===== src/hw/rtl/acs_pkg.sv =====
`default_nettype none
package acs_pkg;

  localparam logic [15:0] SLOW_INTERVAL_RST = 16'd1000;
  localparam logic [15:0] MIN_CONV_RST      = 16'd1200;
  localparam logic [15:0] TIMEOUT_RST       = 16'd5000;

  typedef enum logic [1:0] {
    TASK_HV_V = 2'd0,
    TASK_HV_I = 2'd1,
    TASK_LV   = 2'd2,
    TASK_TEMP = 2'd3
  } task_t;

  typedef enum logic [1:0] {
    KIND_NONE = 2'd0,
    KIND_HV   = 2'd1,
    KIND_LV   = 2'd2,
    KIND_TEMP = 2'd3
  } kind_t;

  typedef enum logic [2:0] {
    REG_SLOW_INTERVAL = 3'd0,
    REG_MIN_CONV      = 3'd1,
    REG_TIMEOUT       = 3'd2,
    REG_HV_V_CHAN     = 3'd3,
    REG_HV_I_CHAN     = 3'd4,
    REG_LV_CHAN       = 3'd5,
    REG_TEMP_CHAN     = 3'd6
  } reg_idx_t;

  typedef struct packed {
    logic [15:0]       slow_interval_ms;
    logic [15:0]       min_conversion_us;
    logic [15:0]       timeout_us;
    logic [3:0][1:0]   chan_sel;
  } cfg_t;

  typedef struct packed {
    logic [31:0]        now_ms;
    logic [31:0]        now_us;
    logic               device_ready;
    logic               conversion_ready;
    logic               read_ok;
    logic signed [15:0] raw_sample;
    logic               start_accepted;
  } in_item_t;

  typedef struct packed {
    logic               err_flag;
    logic               start_issued;
    logic [1:0]         start_channel;
    logic [1:0]         published_kind;
    logic signed [15:0] primary_raw;
    logic signed [15:0] secondary_raw;
    logic               hv_valid;
    logic               lv_mark;
    logic               temp_mark;
  } out_item_t;

  function automatic logic slow_due(input logic [31:0] last, input logic [31:0] now,
                                    input logic [15:0] interval);
    logic [31:0] diff;
    diff = now - last;
    return (last == 32'd0) || (diff >= {16'd0, interval});
  endfunction

endpackage
`default_nettype wire


===== src/hw/rtl/acs_cfg.sv =====
`default_nettype none
module acs_cfg (
  input  wire logic          clk,
  input  wire logic          rst_n,
  input  wire logic          cfg_we,
  input  wire logic [2:0]    cfg_index,
  input  wire logic [15:0]   cfg_wdata,
  output acs_pkg::cfg_t      cfg
);

  acs_pkg::cfg_t cfg_r, cfg_nxt;

  always_comb begin
    cfg_nxt = cfg_r;
    if (cfg_we) begin
      case (acs_pkg::reg_idx_t'(cfg_index))
        acs_pkg::REG_SLOW_INTERVAL: cfg_nxt.slow_interval_ms  = cfg_wdata;
        acs_pkg::REG_MIN_CONV:      cfg_nxt.min_conversion_us = cfg_wdata;
        acs_pkg::REG_TIMEOUT:       cfg_nxt.timeout_us        = cfg_wdata;
        acs_pkg::REG_HV_V_CHAN:     cfg_nxt.chan_sel[acs_pkg::TASK_HV_V] = cfg_wdata[1:0];
        acs_pkg::REG_HV_I_CHAN:     cfg_nxt.chan_sel[acs_pkg::TASK_HV_I] = cfg_wdata[1:0];
        acs_pkg::REG_LV_CHAN:       cfg_nxt.chan_sel[acs_pkg::TASK_LV]   = cfg_wdata[1:0];
        acs_pkg::REG_TEMP_CHAN:     cfg_nxt.chan_sel[acs_pkg::TASK_TEMP] = cfg_wdata[1:0];
        default: ;
      endcase
    end
  end

  always_ff @(posedge clk) begin
    if (!rst_n) begin
      cfg_r.slow_interval_ms  <= acs_pkg::SLOW_INTERVAL_RST;
      cfg_r.min_conversion_us <= acs_pkg::MIN_CONV_RST;
      cfg_r.timeout_us        <= acs_pkg::TIMEOUT_RST;
      cfg_r.chan_sel[acs_pkg::TASK_HV_V] <= 2'd0;
      cfg_r.chan_sel[acs_pkg::TASK_HV_I] <= 2'd1;
      cfg_r.chan_sel[acs_pkg::TASK_LV]   <= 2'd2;
      cfg_r.chan_sel[acs_pkg::TASK_TEMP] <= 2'd3;
    end else begin
      cfg_r <= cfg_nxt;
    end
  end

  assign cfg = cfg_r;

endmodule
`default_nettype wire


===== src/hw/rtl/acs_step.sv =====
`default_nettype none
module acs_step (
  input  wire logic                 clk,
  input  wire logic                 rst_n,
  input  wire logic                 fire,
  input  wire acs_pkg::cfg_t        cfg,
  input  wire acs_pkg::in_item_t    item,
  output acs_pkg::out_item_t        res
);

  logic                converting_r, converting_nxt;
  acs_pkg::task_t      cur_task_r, cur_task_nxt;
  acs_pkg::task_t      next_task_r, next_task_nxt;
  logic [31:0]         start_us_r, start_us_nxt;
  logic [31:0]         last_lv_r, last_lv_nxt;
  logic [31:0]         last_temp_r, last_temp_nxt;
  logic [15:0]         held_raw_r, held_raw_nxt;
  logic                held_vld_r, held_vld_nxt;
  logic [2:0]          marks_r, marks_nxt;

  always_comb begin
    logic [31:0]         elapsed;
    logic                do_start;
    acs_pkg::kind_t      kind;
    logic signed [15:0]  prim;
    logic signed [15:0]  sec;
    acs_pkg::task_t      sel;

    converting_nxt = converting_r;
    cur_task_nxt   = cur_task_r;
    next_task_nxt  = next_task_r;
    start_us_nxt   = start_us_r;
    last_lv_nxt    = last_lv_r;
    last_temp_nxt  = last_temp_r;
    held_raw_nxt   = held_raw_r;
    held_vld_nxt   = held_vld_r;
    marks_nxt      = marks_r;
    res            = '0;
    do_start       = 1'b0;
    kind           = acs_pkg::KIND_NONE;
    prim           = '0;
    sec            = '0;
    sel            = next_task_r;
    elapsed        = item.now_us - start_us_r;

    if (!item.device_ready) begin
      marks_nxt     = '0;
      held_vld_nxt  = 1'b0;
      res.err_flag  = 1'b1;
    end else if (!converting_r) begin
      do_start = 1'b1;
    end else if (elapsed < {16'd0, cfg.min_conversion_us}) begin
      // still converting
    end else if (!item.conversion_ready) begin
      if (elapsed >= {16'd0, cfg.timeout_us}) begin
        converting_nxt = 1'b0;
        marks_nxt      = '0;
        held_vld_nxt   = 1'b0;
        res.err_flag   = 1'b1;
      end
    end else if (!item.read_ok) begin
      converting_nxt = 1'b0;
      marks_nxt      = '0;
      held_vld_nxt   = 1'b0;
      res.err_flag   = 1'b1;
    end else begin
      case (cur_task_r)
        acs_pkg::TASK_HV_V: begin
          held_raw_nxt = item.raw_sample;
          held_vld_nxt = 1'b1;
        end
        acs_pkg::TASK_HV_I: begin
          if (held_vld_r) begin
            kind         = acs_pkg::KIND_HV;
            prim         = held_raw_r;
            sec          = item.raw_sample;
            marks_nxt[0] = 1'b1;
            held_vld_nxt = 1'b0;
          end
        end
        acs_pkg::TASK_LV: begin
          kind         = acs_pkg::KIND_LV;
          prim         = item.raw_sample;
          marks_nxt[1] = 1'b1;
          last_lv_nxt  = item.now_ms;
        end
        default: begin
          kind          = acs_pkg::KIND_TEMP;
          prim          = item.raw_sample;
          marks_nxt[2]  = 1'b1;
          last_temp_nxt = item.now_ms;
        end
      endcase
      converting_nxt = 1'b0;
      do_start       = 1'b1;
    end

    if (do_start) begin
      case (sel)
        acs_pkg::TASK_HV_V: next_task_nxt = acs_pkg::TASK_HV_I;
        acs_pkg::TASK_HV_I: begin
          if (acs_pkg::slow_due(last_lv_nxt, item.now_ms, cfg.slow_interval_ms)) begin
            next_task_nxt = acs_pkg::TASK_LV;
          end else if (acs_pkg::slow_due(last_temp_nxt, item.now_ms,
                                         cfg.slow_interval_ms)) begin
            next_task_nxt = acs_pkg::TASK_TEMP;
          end else begin
            next_task_nxt = acs_pkg::TASK_HV_V;
          end
        end
        default: next_task_nxt = acs_pkg::TASK_HV_V;
      endcase
      cur_task_nxt      = sel;
      res.start_issued  = 1'b1;
      res.start_channel = cfg.chan_sel[sel];
      if (!item.start_accepted) begin
        converting_nxt = 1'b0;
        marks_nxt      = '0;
        held_vld_nxt   = 1'b0;
        res.err_flag   = 1'b1;
      end else begin
        start_us_nxt       = item.now_us;
        converting_nxt     = 1'b1;
        res.published_kind = kind;
        res.primary_raw    = prim;
        res.secondary_raw  = sec;
      end
    end

    res.hv_valid  = marks_nxt[0];
    res.lv_mark   = marks_nxt[1];
    res.temp_mark = marks_nxt[2];
  end

  always_ff @(posedge clk) begin
    if (!rst_n) begin
      converting_r <= 1'b0;
      cur_task_r   <= acs_pkg::TASK_HV_V;
      next_task_r  <= acs_pkg::TASK_HV_V;
      start_us_r   <= '0;
      last_lv_r    <= '0;
      last_temp_r  <= '0;
      held_raw_r   <= '0;
      held_vld_r   <= 1'b0;
      marks_r      <= '0;
    end else if (fire) begin
      converting_r <= converting_nxt;
      cur_task_r   <= cur_task_nxt;
      next_task_r  <= next_task_nxt;
      start_us_r   <= start_us_nxt;
      last_lv_r    <= last_lv_nxt;
      last_temp_r  <= last_temp_nxt;
      held_raw_r   <= held_raw_nxt;
      held_vld_r   <= held_vld_nxt;
      marks_r      <= marks_nxt;
    end
  end

endmodule
`default_nettype wire


===== src/hw/rtl/adc_channel_conversion_sequencer_core.sv =====
// Path: an accepted input is held in the input register, then stepped into the result
// register, which drives out_valid; the step waits while a result is held and not taken.
// Throughput: one item per cycle while the result side keeps out_ready high.
// With both registers full and out_ready low, in_ready drops until the result is taken.
// Reset (rst_n, synchronous, active low) empties both registers, clears sequencer
// state and valid marks, and loads the default configuration.
`default_nettype none
module adc_channel_conversion_sequencer_core (
  input  wire logic                 clk,
  input  wire logic                 rst_n,
  input  wire logic                 in_valid,
  output      logic                 in_ready,
  input  wire acs_pkg::in_item_t    in_data,
  output      logic                 out_valid,
  input  wire logic                 out_ready,
  output acs_pkg::out_item_t        out_data,
  input  wire logic                 cfg_we,
  input  wire logic [2:0]           cfg_index,
  input  wire logic [15:0]          cfg_wdata
);

  acs_pkg::cfg_t       cfg;
  acs_pkg::in_item_t   in_data_r, in_data_nxt;
  logic                in_vld_r, in_vld_nxt;
  acs_pkg::out_item_t  out_data_r, out_data_nxt;
  logic                out_vld_r, out_vld_nxt;
  acs_pkg::out_item_t  step_res;
  logic                adv;
  logic                out_free;

  acs_cfg u_cfg (
    .clk       (clk),
    .rst_n     (rst_n),
    .cfg_we    (cfg_we),
    .cfg_index (cfg_index),
    .cfg_wdata (cfg_wdata),
    .cfg       (cfg)
  );

  acs_step u_step (
    .clk   (clk),
    .rst_n (rst_n),
    .fire  (adv),
    .cfg   (cfg),
    .item  (in_data_r),
    .res   (step_res)
  );

  assign out_free = !out_vld_r || out_ready;
  assign adv      = in_vld_r && out_free;
  assign in_ready = !in_vld_r || adv;

  always_comb begin
    in_vld_nxt   = in_vld_r;
    in_data_nxt  = in_data_r;
    out_vld_nxt  = out_vld_r;
    out_data_nxt = out_data_r;
    if (adv) begin
      in_vld_nxt = 1'b0;
    end
    if (in_valid && in_ready) begin
      in_vld_nxt  = 1'b1;
      in_data_nxt = in_data;
    end
    if (out_vld_r && out_ready) begin
      out_vld_nxt = 1'b0;
    end
    if (adv) begin
      out_vld_nxt  = 1'b1;
      out_data_nxt = step_res;
    end
  end

  always_ff @(posedge clk) begin
    if (!rst_n) begin
      in_vld_r  <= 1'b0;
      out_vld_r <= 1'b0;
    end else begin
      in_vld_r  <= in_vld_nxt;
      out_vld_r <= out_vld_nxt;
    end
  end

  always_ff @(posedge clk) begin
    in_data_r  <= in_data_nxt;
    out_data_r <= out_data_nxt;
  end

  assign out_valid = out_vld_r;
  assign out_data  = out_data_r;

endmodule
`default_nettype wire

===== config.mk =====
export PLATFORM = sky130hd
export DESIGN_NAME = adc_channel_conversion_sequencer_core
export DESIGN_NICKNAME = d
export VERILOG_FILES = /design/src/hw/rtl/acs_pkg.sv /design/src/hw/rtl/acs_cfg.sv /design/src/hw/rtl/acs_step.sv /design/src/hw/rtl/adc_channel_conversion_sequencer_core.sv
export SDC_FILE = /design/constraint.sdc
export NUM_CORES = 1
export LEC_CHECK = 0
export ABC_AREA = 1
export BUFFER_PORTS_ARGS = -buffer_cell sky130_fd_sc_hd__buf_4
export CORE_ASPECT_RATIO = 0.9
export CORE_MARGIN = 1.5
export CORE_UTILIZATION = 40
export CTS_BUF_LIST = sky130_fd_sc_hd__clkbuf_4 sky130_fd_sc_hd__clkbuf_8
export DETAILED_ROUTE_END_ITERATION = 8
export PLACE_DENSITY = 0.64
export SLEW_MARGIN = 20
export SYNTH_ARGS = -nofsm -noshare
export SYNTH_HDL_FRONTEND = slang
export SYNTH_SLANG_ARGS = --single-unit

===== constraint.sdc =====
create_clock -name clk -period 16.6 [get_ports clk]
set_input_delay 1.66 -clock clk [delete_from_list [all_inputs] [get_ports clk]]
set_output_delay 1.66 -clock clk [all_outputs]
set_load 0.02 [all_outputs]

**Yosys cells after proc, flatten, opt, wreduce, memory -nomap -nowiden**

Index checks and enable logic that the tools add are counted.

- Add/subtract/negate cells: 3
- Magnitude comparators: 5
- Equal/unequal tests: 9
- Mux-type cells: 84
- Bitwise logic cells: 9
- Reduce and logical (&&, ||, !) cells: 31

Operators with widths:

| operator | number |
|---|---|
| $mux W32 | 12 |
| $mux W16 | 13 |
| $ge A32 B16 Y1 | 3 |
| $sub A32 B32 Y32 | 3 |
| $logic_not A32 Y1 | 2 |
| $mux W38 | 1 |
| $mux W1 | 36 |
| $mux W34 | 1 |
| $lt A32 B16 Y1 | 1 |
| $pmux W16 S2 | 1 |
| $mux W3 | 8 |
| $reduce_and A2 Y1 | 9 |
| $mux W2 | 8 |
| $eq A3 B3 Y1 const B | 3 |
| $not A1 Y1 | 9 |
| $reduce_or A9 Y1 | 1 |
| $reduce_and A7 Y1 | 1 |
| $reduce_or A7 Y1 | 1 |
| $eq A3 B2 Y1 const B | 2 |
| $pmux W2 S3 | 1 |
| $reduce_bool A2 Y1 | 3 |
| $bmux W2 S2 | 1 |
| $eq A2 B1 Y1 const B | 2 |
| $logic_not A2 Y1 | 2 |
| 11 further kinds | 17 |

- Bits in registers: 304
- Input port bits: 108
- Logic and storage cells: 175

**Longest topological paths before layout**

- Depth after elaboration: 14
- Depth in mapped cells: 52

**By module**

A second synthesis with hierarchy kept.

- Cell total of the unflattened synthesis: 2813
- Area total of the unflattened synthesis: 20149.3 µm²

By module, submodules not included:

| module | instances | cells each | area an instance (µm²) | sequential area each (µm²) |
|---|---|---|---|---|
| acs_step | 1 | 2356 | 13999.7 | 2422.3 |
| adc_channel_conversion_sequencer_core | 1 | 138 | 3848.7 | 3793.6 |
| acs_cfg | 1 | 319 | 2301.0 | 1121.1 |

**Worst setup path before layout**

Ideal clock, no wire load.

- Path kind: register -> register
- Start: register in_data_r[20] (netlist bit)
- End: register u_step.next_task_r[1]
- Setup time: 0.132 ns
- Arrival: 6.395 ns
- Required time: 16.468 ns
- Path slack: 10.073 ns
- Stages on the path, launching flop included: 48
- Clock period less this slack: 6.527 ns
- Path through: edfxtp_1 > inv_1 > ha_1 > fa_1 > inv_1 > nand3_1 > nand3_1 > nand2_1 > nand2_1 > xor2_1 > ha_1 > a21oi_1 > nor2_1 > a211oi_1 > o221ai_1 > a21oi_1 > nand3_4 > nand3_4 > [... 12 more ...] > xnor2_1 > ha_1 > nand2_1 > nor2_1 > a211oi_1 > o21ai_0 > nand2_1 > nand2_1 > nor4_1 > o211ai_1 > nor3_1 > nand4_1 > nor2_1 > nand4_1 > nor2_1 > nand3_1 > nand2_1 > a21oi_1

- Longest elaborated chain between the ends: 11
- Elaborated cells between the ends (all ways): 23

Ends and longest elaborated chain:

| what | line | text |
|---|---|---|
| from (decl) | adc_channel_conversion_sequencer_core.sv:23 | `acs_pkg::in_item_t in_data_r, in_data_nxt;` |
| from (signal assigned) | adc_channel_conversion_sequencer_core.sv:85 | `in_data_r <= in_data_nxt;` |
| $sub A32 B32 Y32 (*) | acs_step.sv:44 | `elapsed = item.now_us - start_us_r;` |
| $lt A32 B16 Y1 (*) | acs_step.sv:52 | `end else if (elapsed < {16'd0, cfg.min_conversion_us}) begin` |
| $mux W32 (*) | acs_step.sv:52 |  |
| $mux W32 (*) | acs_step.sv:50 | `end else if (!converting_r) begin` |
| $mux W32 (*) | acs_step.sv:46 | `if (!item.device_ready) begin` |
| named net u_step.last_temp_nxt[0] | acs_step.sv:16 | `logic [31:0] last_temp_r, last_temp_nxt;` |
| $sub A32 B32 Y32 | acs_pkg.sv:64 | `diff = now - last;` |
| $ge A32 B16 Y1 | acs_pkg.sv:65 | `return (last == 32'd0) \|\| (diff >= {16'd0, interval});` |
| $logic_or A1 B1 Y1 (*) | acs_pkg.sv:65 |  |
| $mux W2 (*) | acs_step.sv:104 | `end else if (acs_pkg::slow_due(last_temp_nxt, item.now_ms,` |
| $mux W2 (*) | acs_step.sv:102 | `if (acs_pkg::slow_due(last_lv_nxt, item.now_ms, cfg.slow_interval_ms)) begin` |
| $pmux W2 S2 (*) | acs_step.sv:99 | `case (sel)` |
| to (signal assigned) | acs_step.sv:139 | `next_task_r <= acs_pkg::TASK_HV_V;` |
| to (signal assigned) | acs_step.sv:149 | `next_task_r <= next_task_nxt;` |
| to (decl) | acs_step.sv:13 | `acs_pkg::task_t next_task_r, next_task_nxt;` |

The timed path passes the listed nets; every way through them passes the cells marked *.
A chain may end at the register's enable or synchronous reset.

**Final worst setup path**

- Start: register in_data_r[27] (netlist bit)
- End: register u_step.next_task_r[1]

Same word-level chain as after synthesis.

==> summary.txt <==
Setup path
  • CP max stage cell: nand3_4
  • Top delay family on crit path: simple AND/OR/NAND/NOR gates
  • Worst Setup End Kind: flop
  • Buf/Inv on CP: 2
  • Arrival time worst endpoint: ~8.8 ns
  • Startpoint Class: flop
  • Worst stage delay on the critical path: around 0.6 ns
  • Worst path required time: between 15 and 20 ns
  • Crit Path Max Fanout: 64
  • CP Class: reg -> reg

Timing
  • Max-slew violation count: 0
  • Setup TNS: 0 ns
  • # setup viols final: 0
  • Final hold violations: 0
  • Upper clock frequency limit: approximately 120 MHz
  • RSZ-0062 raised after global routing: false
  • Worst Max-Slew Pin Slew: between 1 and 1.5 ns
  • Period Utilization, post-route: about 50%
  • Period minus WS final: ~8.3 ns
  • Rel. slew slack: between 20% and 30%
  • Clk_skew: between 0.04 and 0.05 ns

Finish
  • Share of layout cells above drive strength 1: between 10% and 20%
  • Final core utilization: about 46%
  • # diodes: 0
  • # nets final: 3190
  • Synth-to-layout area growth: 14.2%

Clock tree
  • CTS tree: built
  • Worst skew pair latency: between 0.6 and 0.7 ns
  • H-tree depth: 2
  • CTS Buffer Depth: 3
  • CTS sink cnt: 304
  • CTS Buf Count: 54
  • Post-CTS Hold Buffers: 0
  • Root buffer cell: clkbuf_8
  • CTS-repair resized insts: 0
  • Clock Pin Slew Worst Setup and Hold Paths: around 0.07 ns
  • Post-CTS Setup Repair Bufs: 0

Logic synthesis
  • Syn Inst Count: roughly 2800
  • Post-synth EDFFs: around 130
  • Largest cells by area after synthesis: edfxtp_1, dfxtp_1, nand2_1
  • Ys flop type: dfxtp_1
  • Post-synth top area share: around a fifth
  • Largest area contributor in the netlist: edfxtp_1
  • Mapped Avg Cell Area: roughly 7.2 µm²
  • Synth warn: 0
  • Netlist cell types: 52
  • Syn Nets: 3049
  • Yosys reg bits: 304
  • Mapped Area: roughly 20000 µm²
  • Async set-reset flop share out of synthesis: 0%
  • Sequential-to-total area share from yosys stat: between 30% and 40%

Floorplan
  • Site Rows: between 70 and 80
  • Die width: roughly 240 µm
  • Die height: ~220 µm
  • Initial Util: 40.7%
  • Core area: approximately 50000 µm²
  • I/O pins: between 150 and 200
  • Die Area: 51400 µm²

Power and ir drop
  • Static leakage: 11.0 nW
  • Total power: approximately 0.0021 W
  • Worst VDD drop: roughly 58 µV
  • Pwr/cell area: between 90 and 100 nW/µm²

GRT
  • First-pass GRT wire length: about 90000 µm
  • Vias in the first global route: 17500
  • Largest net degree at the start of global routing: 106
  • Total Routing Usage GR: 22.5%
  • Gr ovfl total: 0
  • Initial antenna violation count: 0

Route
  • WL final: 57900 µm
  • DR pass1 iterations: 8
  • Starting DRC count in detailed routing: ~1300
  • DRC: 0
  • Vias per cell: between 5 and 6
  • Vias: between 15000 and 20000
  • Post-DRT Antenna Nets: 0
  • DR WL/cell: 15.9 µm

Hold path
  • Worst hold path type: reg -> reg

Place
  • Post-DP HPWL: between 40000 and 50000 µm
  • GPL Wtd Cong: 0.980
  • Port Buffers: 150

Job
  • Maxcap violations: 0

Outcome
  • Status: finished, final reports clean
stage by stage:
stage,instances,hold slack [ns],setup slack [ns],cell area (µm²)
floorplan,2779,0.424,10.07,20000
global placement,3535,0.440,8.65,21700
detailed placement,3535,0.444,8.46,21700
CTS,3637,0.455,8.39,22900
global route,3637,0.469,7.51,22900
finish,3637,0.453,8.32,22900
cell usage after synthesis (all sizes together), types with 2 or more instances:
master / instances
a211oi: 6
a21boi: 5
a21o: 3
a21oi: 217
a31oi: 14
and2: 4
buf: 23
clkbuf: 50
clkinv: 3
dfxtp: 179
edfxtp: 125
fa: 2
ha: 160
inv: 543
nand2: 681
nand3: 87
nand3b: 12
nand4: 56
nor2: 215
nor3: 23
nor4: 6
o211a: 2
o211ai: 81
o21a: 16
o21ai: 175
o21bai: 5
o221a: 4
o221ai: 2
o22ai: 17
or2: 3
xnor2: 8
xor2: 48
flip-flops by register name, summed over array words and instances, names as in the netlist:
signal               flops
u_step.marks_r           3
u_step.start_us_r       32
u_step.last_temp_r      32
u_step.held_raw_r       16
out_valid                1
in_data_r               84
u_cfg.cfg               56
u_step.next_task_r       2
u_step.cur_task_r        2
u_step.converting_r      1
out_data                41
u_step.last_lv_r        32
u_step.held_vld_r        1
in_vld_r                 1
cell type report:
class | instances | area (µm²)
inverters | 546 | 2050
well taps | 671 | 840
clock buffers | 80 | 970
multi-input cells | 1856 | 10300
repair buffers | 158 | 1190
clock inverters | 22 | 161
flip-flops and latches | 304 | 7340
fillers | 5022 | 26400
power breakdown:
group / internal (W) / switching (W) / total, W
Combinational: 0.000186 / 0.000320 / 0.000506
Sequential: 0.000817 / 0.0000254 / 0.000842
Clock: 0.000396 / 0.000343 / 0.000738
Total: 0.00140 / 0.000688 / 0.00209
cell usage in the layout (no fill, tap or decap), types with 21 or more instances in the layout:
cell type	Yosys	layout
o211ai_1	81	81
nor2_1	206	205
edfxtp_1	125	125
buf_4	4	158
o21ai_1	26	26
ha_1	160	160
dfxtp_1	179	179
nand2_1	663	662
clkbuf_8	0	59
xor2_1	48	48
clkbuf_4	0	21
nand4_1	56	56
inv_1	535	534
a21oi_1	215	215
nand3_1	79	79
o21ai_0	147	147
metal layers:
metal	wire, µm	part of all wire, %	GRT usage (%)
met1	28000	48	31.8
met5	0	0	0
met4	1390	2.4	6.54
met2	24600	43	35.0
met3	3840	6.6	4.03
tightest hold or removal path: stages, from the launching register on:
cell and delay (ns):
dfxtp_1 0.30, inv_1 0.06, a21oi_1 0.05
final timing paths:
path                                            from               endpoint  slack, ns  depth (start not counted)
worst min register to register  u_step.held_raw_r[8]   u_step.held_raw_r[8]       0.45                          2
worst max register to register         in_data_r[27]  u_step.next_task_r[1]       8.32                         43
worst min-delay path            u_step.held_raw_r[8]   u_step.held_raw_r[8]       0.45                          2
worst max-delay path                   in_data_r[27]  u_step.next_task_r[1]       8.32                         43
kinds of logic after synthesis:
group / share of synthesized area [%]
AND/OR/NAND/NOR: 23.0
adder cells (fa/ha/maj): 10.2
buffers and inverters: 11.9
flip-flops: 36.6
AO/OA/AOI/OAI: 15.8
XOR/XNOR: 2.45
Power figures use the tool's default switching activity.
